$ cat src/sv/closest_point_on_segment_core_assert.svh
// ----------------------------------------------------------------------------
// Assertion macros
// Shared concurrent assertion wrappers, clocked on clk_i, quiet in reset.
// ----------------------------------------------------------------------------
`ifndef CLOSEST_POINT_ON_SEGMENT_CORE_ASSERT_SVH
`define CLOSEST_POINT_ON_SEGMENT_CORE_ASSERT_SVH

// plain property check
`define CPS_ASSERT(label, prop, msg) \
  label: assert property (@(posedge clk_i) disable iff (!rst_ni) (prop)) else $error(msg);

// same-cycle implication
`define CPS_IMPLIES(label, ante, cons, msg) \
  label: assert property (@(posedge clk_i) disable iff (!rst_ni) (ante) |-> (cons)) \
    else $error(msg);

`endif

$ cat src/sv/cps_pkg.sv
// ----------------------------------------------------------------------------
// cps_pkg
// Types and constants for the closest point on segment core.
// ----------------------------------------------------------------------------
package cps_pkg;

  localparam int unsigned CoordW        = 32;
  localparam int unsigned CfgIdxW       = 3;
  localparam int unsigned QueueDepthDef = 8;
  localparam int unsigned LenW          = 67;
  localparam int unsigned NumW          = 99;
  localparam int unsigned QuotW         = 32;

  localparam logic [CfgIdxW-1:0] CFG_START_X = 3'd0;
  localparam logic [CfgIdxW-1:0] CFG_START_Y = 3'd1;
  localparam logic [CfgIdxW-1:0] CFG_START_Z = 3'd2;
  localparam logic [CfgIdxW-1:0] CFG_END_X   = 3'd3;
  localparam logic [CfgIdxW-1:0] CFG_END_Y   = 3'd4;
  localparam logic [CfgIdxW-1:0] CFG_END_Z   = 3'd5;

  typedef enum logic [1:0] {
    REGION_INTERIOR = 2'd0,
    REGION_START    = 2'd1,
    REGION_END      = 2'd2
  } region_e;

  typedef logic signed [CoordW-1:0] coord_t;
  typedef coord_t [2:0] vec3_t;

  typedef struct packed {
    logic signed [31:0] query_x;
    logic signed [31:0] query_y;
    logic signed [31:0] query_z;
  } query_t;

  typedef struct packed {
    logic signed [31:0] near_x;
    logic signed [31:0] near_y;
    logic signed [31:0] near_z;
    region_e            region;
  } near_t;

  // classified work item handed from front to back
  typedef struct packed {
    logic [2:0][QuotW-1:0] mag_d;
    logic [2:0]            neg;
    logic [LenW-1:0]       tq;
    logic [LenW-1:0]       den;
    vec3_t                 base;
    region_e               region;
  } job_t;

endpackage

$ cat src/sv/cps_queue.sv
// ----------------------------------------------------------------------------
// cps_queue
// Small FIFO of classified jobs between front and back.
// ----------------------------------------------------------------------------
`include "closest_point_on_segment_core_assert.svh"

module cps_queue
  import cps_pkg::*;
#(
  parameter int unsigned Depth = QueueDepthDef
) (
  input  logic clk_i,
  input  logic rst_ni,
  input  logic push_i,
  input  job_t job_i,
  input  logic pop_i,
  output logic empty_o,
  output logic full_o,
  output job_t job_o
);

  localparam int unsigned PtrW = (Depth > 1) ? $clog2(Depth) : 1;
  localparam int unsigned CntW = $clog2(Depth + 1);

  job_t            mem_q [Depth];
  logic [PtrW-1:0] wr_ptr_q, rd_ptr_q;
  logic [CntW-1:0] cnt_q;

  assign empty_o = cnt_q == '0;
  assign full_o  = cnt_q == CntW'(Depth);
  assign job_o   = mem_q[rd_ptr_q];

  always_ff @(posedge clk_i or negedge rst_ni) begin
    if (!rst_ni) begin
      wr_ptr_q <= '0;
      rd_ptr_q <= '0;
      cnt_q    <= '0;
    end else begin
      if (push_i) begin
        wr_ptr_q <= (wr_ptr_q == PtrW'(Depth - 1)) ? '0 : wr_ptr_q + 1'b1;
      end
      if (pop_i) begin
        rd_ptr_q <= (rd_ptr_q == PtrW'(Depth - 1)) ? '0 : rd_ptr_q + 1'b1;
      end
      cnt_q <= cnt_q + CntW'(push_i) - CntW'(pop_i);
    end
  end

  always_ff @(posedge clk_i) begin
    if (push_i) begin
      mem_q[wr_ptr_q] <= job_i;
    end
  end

  `CPS_IMPLIES(a_no_push_full, full_o && !pop_i, !push_i, "push into full queue")
  `CPS_IMPLIES(a_no_pop_empty, empty_o, !pop_i, "pop from empty queue")
  `CPS_IMPLIES(a_empty_ptrs, empty_o, rd_ptr_q == wr_ptr_q, "queue pointers out of step")

endmodule

$ cat config.mk
export PLATFORM = sky130hd
export DESIGN_NAME = cps_queue
export DESIGN_NICKNAME = d
export VERILOG_FILES = /design/src/sv/cps_pkg.sv /design/src/sv/cps_queue.sv
export VERILOG_INCLUDE_DIRS = /design/src /design/src/sv
export SDC_FILE = /design/constraint.sdc
export NUM_CORES = 2
export LEC_CHECK = 0
export ABC_CLOCK_PERIOD_IN_PS = 28000
export BUFFER_PORTS_ARGS = -buffer_cell sky130_fd_sc_hd__buf_2
export CORE_MARGIN = 8
export CORE_UTILIZATION = 60
export CTS_CLUSTER_DIAMETER = 120
export DETAILED_ROUTE_END_ITERATION = 8
export PLACE_DENSITY = 0.87
export SKIP_LAST_GASP = 1
export SLEW_MARGIN = 25
export SYNTH_ARGS = -nofsm -noshare
export SYNTH_HDL_FRONTEND = slang
export SYNTH_SLANG_ARGS = --single-unit
$ cat constraint.sdc
create_clock -name clk_i -period 28 [get_ports clk_i]
set_input_delay 5.6 -clock clk_i [delete_from_list [all_inputs] [get_ports clk_i]]
set_output_delay 5.6 -clock clk_i [all_outputs]
set_load 0.01 [all_outputs]
==> Implementation_results.wiki <==
{| class="wikitable"
! Metric !! Value
|-
| Result of the run || finished, final reports clean
|-
| Wire length of the first global-routing pass || 338900 microns
|-
| Overall via count from detail_route || 46570
|-
| Total routing resource utilization after global routing || 0.2572
|-
| Share of cells above drive strength 1 || 0.3773
|-
| Netlist area before placement || 100900 sq um
|-
| Total nets after synthesis || 4230
|-
| Number of distinct standard cells referenced by the synthesized netlist || 24
|-
| Maximum number of pins on one net before global-route repair || 160
|-
| Cell-by-cell listing of the critical path || buf_4 -> buf_4 -> buf_4 -> mux4_1 -> mux2_2 -> buf_2
|-
| Register bit total from synthesis || 2658
|-
| Clock edge transition at the registers on the reported setup and hold paths || 0.07 ns
|-
| Syn avg cell area || 25.99 sq um
|-
| Net count of the finished layout || 5020
|-
| VDD IR max || 114.2 uV
|-
| Buf+Inv Stages, Crit Path || 4
|-
| Routability congestion estimate || 0.7620
|-
| Standard-cell row count || 150
|-
| Via count of the first global-routing pass || 48260
|-
| Crit path top cell by count || buf_4
|-
| I/O pin cnt || 668
|-
| Fillers || 9181
|-
| Max H-tree Level || 4
|-
| # DRC || 0
|-
| Via density || 6.508
|-
| Post-synthesis cell count || 3884
|-
| Crit path kind || reg -> out
|-
| Period utilisation layout || 0.4070
|-
| Post-detailed-routing wire length || 238300 microns
|-
| Post-route worst setup slack || 16.61 ns
|-
| Max-capacitance violation count || 0
|-
| Count of clock tree sinks || 2658
|-
| Commonest cells after routing, fill and taps aside || edfxtp_1, buf_2, mux4_2
|-
| Cells resized by post-CTS repair || 0
|-
| Shortest period the worst path allows || 11.39 ns
|-
| Leakage power of the design || 37.75 nW
|-
| Starting utilization of the core area || 0.6037
|-
| Clock root buffer || clkbuf_16
|-
| Clock tree from TritonCTS || done
|-
| Worst min path class || reg -> reg
|-
| Num CTS Buffers || 241
|-
| Height of the die || 426.2 microns
|-
| Count of warnings emitted by yosys || 0
|-
| Total power divided by cell area || 106.7 nW/um^2
|-
| Average wire length per cell after detail routing || 33.30 microns
|-
| Clk_lat worst skew || 0.88 ns
|-
| Number of buffers inserted for hold repair after clock tree synthesis || 0
|-
| Setup TNS || 0 ns
|-
| Cell with the largest stage delay on the worst path || dfrtp_4
|-
| Area growth, synth to finish || 13.72%
|-
| Detail Route Antenna Nets || 0
|-
| Iteration count of the initial detailed-routing pass || 5
|-
| Core area || 167200 sq um
|-
| Crit-path max cell delay || 1.02 ns
|-
| Maximum fanout along the worst path || 49
|-
| Port buffer count || 667
|-
| Number of setup buffers added after CTS || 0
|-
| Full die area || 181600 sq um
|-
| CP delay by family, top || buffers and inverters
|-
| Data required time of the critical path || 22.40 ns
|-
| GRT overflow || 0
|-
| Setup crit end kind || primary output
|-
| Final-report setup violation count || 0
|-
| Number of max-slew violations in the final report || 0
|-
| Sequential share of the synthesized area || 0.7902
|-
| Fin. Hold Viols || 0
|-
| Relative slew slack || 0.2402
|-
| Largest clock skew in the final design || 0.04141 ns
|-
| Pre-CTS worst setup slack || 17.56 ns
|-
| Most frequent standard cell in the layout excluding fill and tap cells || edfxtp_1
|-
| Width of the die || 426.2 microns
|-
| Actual slew at the worst max-slew pin || 1.140 ns
|-
| Final HPWL DP || 125500 microns
|-
| Initial antenna violation count || 101
|-
| Detailed router's first-iteration violation count || 5022
|-
| Total Power || 12.25 mW
|-
| Startpoint type of the worst setup path || register
|-
| Finished Core Util || 0.6865
|-
| Achievable Freq || 0.08776 GHz
|-
| Unrepaired setup endpoints after global routing || false
|-
| Longest Clk Path Bufs || 3
|-
| Arrival time worst endpoint || 5.79 ns
|}
layout make-up:
type	instances	area [sq um]	share of cell area
flip-flops and latches	2658	79780	0.6949
multi-input cells	1032	19920	0.1735
clock buffers	295	6233	0.05430
repair buffers	732	4016	0.03498
well taps	2204	2758	0.02402
clock inverters	153	1881	0.01638
diodes	73	182.7	0.001591
inverters	9	33.78	0.0002943
where the power goes:
group / internal [mW] / leakage (nW) / total, mW / switching (mW)
logic: 1.64 / 9.67 / 3.69 / 2.05
registers: 4.98 / 24.2 / 5.17 / 0.194
clock network: 1.91 / 3.92 / 3.39 / 1.47
total: 8.53 / 37.8 / 12.3 / 3.72
worst paths after layout:
| check | from | end | slack, ns | cells after the start |
|---|---|---|---|---|
| worst max-delay path | rd_ptr_q[0] | job_o[283] | 16.61 | 6 |
| min in group asynchronous | rst_ni | cnt_q[3] | 4.59 | 1 |
| worst max register to register | wr_ptr_q[0] | mem_q[7][165] | 23.60 | 5 |
| worst min-delay path | wr_ptr_q[2] | wr_ptr_q[2] | 0.64 | 1 |
| max in group asynchronous | rst_ni | rd_ptr_q[0] | 23.16 | 1 |
| worst min register to register | wr_ptr_q[2] | wr_ptr_q[2] | 0.64 | 1 |
state kept, by name, summed over array words and instances, names as in the netlist:
| register | cells |
|---|---|
| cnt_q | 4 |
| mem_q | 2648 |
| rd_ptr_q | 3 |
| wr_ptr_q | 3 |
kinds of logic after synthesis:
logic type,synth area share
DFF,0.7902
muxes,0.1941
buffers and inverters,0.01316
and+or+nand+nor,0.0008304
adders and majority gates,0.001438
AOI/OAI and AO/OA,0.0001735
xor gates and xnor gates,0.0001736
stage by stage:
stage	hold WS, ns	cells	instance area (sq um)
CTS	0.6221	7083	114600
finish	0.6412	7156	114800
detailed placement	0.5813	6635	106500
global placement	0.5472	6634	106500
global route	0.6520	7130	114700
floorplan	0.5236	3884	101000
per-layer routing:
metal | vias to the layer above | wire [microns] | part of all wire | track usage
met4 | 34 | 13570 | 0.057 | 0.1336
li1 | 18690 | - | - | -
met5 | - | 238 | 0.0010 | 0
met1 | 24490 | 81670 | 0.34 | 0.3128
met3 | 544 | 21110 | 0.089 | 0.06222
met2 | 2811 | 121700 | 0.51 | 0.4327
worst register-to-register path, stage by stage (launching register included):
cell and delay, ns:
dfrtp_1 0.56, nand2_1 0.25, nor2_4 0.76, buf_4 0.70, buf_4 0.87, buf_4 0.82
Yosys cell counts (all sizes together):
master  instances  area [sq um]
edfxtp       2648         79520
mux4          662         15810
mux2          336          3784
buf           123          1062
clkbuf         62         232.7
dfrtp          10         250.2
ha             10         125.1
inv             9         33.78
nor2            8         30.03
nand2           3         11.26
and3            2         12.51
nand2b          2         12.51
nor3            2         10.01
a21o            1         7.510
a21oi           1         5.000
fa              1         20.02
nand3b          1         7.510
o21ai           1         5.000
xnor2           1         8.760
xor2            1         8.760
No activity file was read; power rests on OpenSTA's default activity.
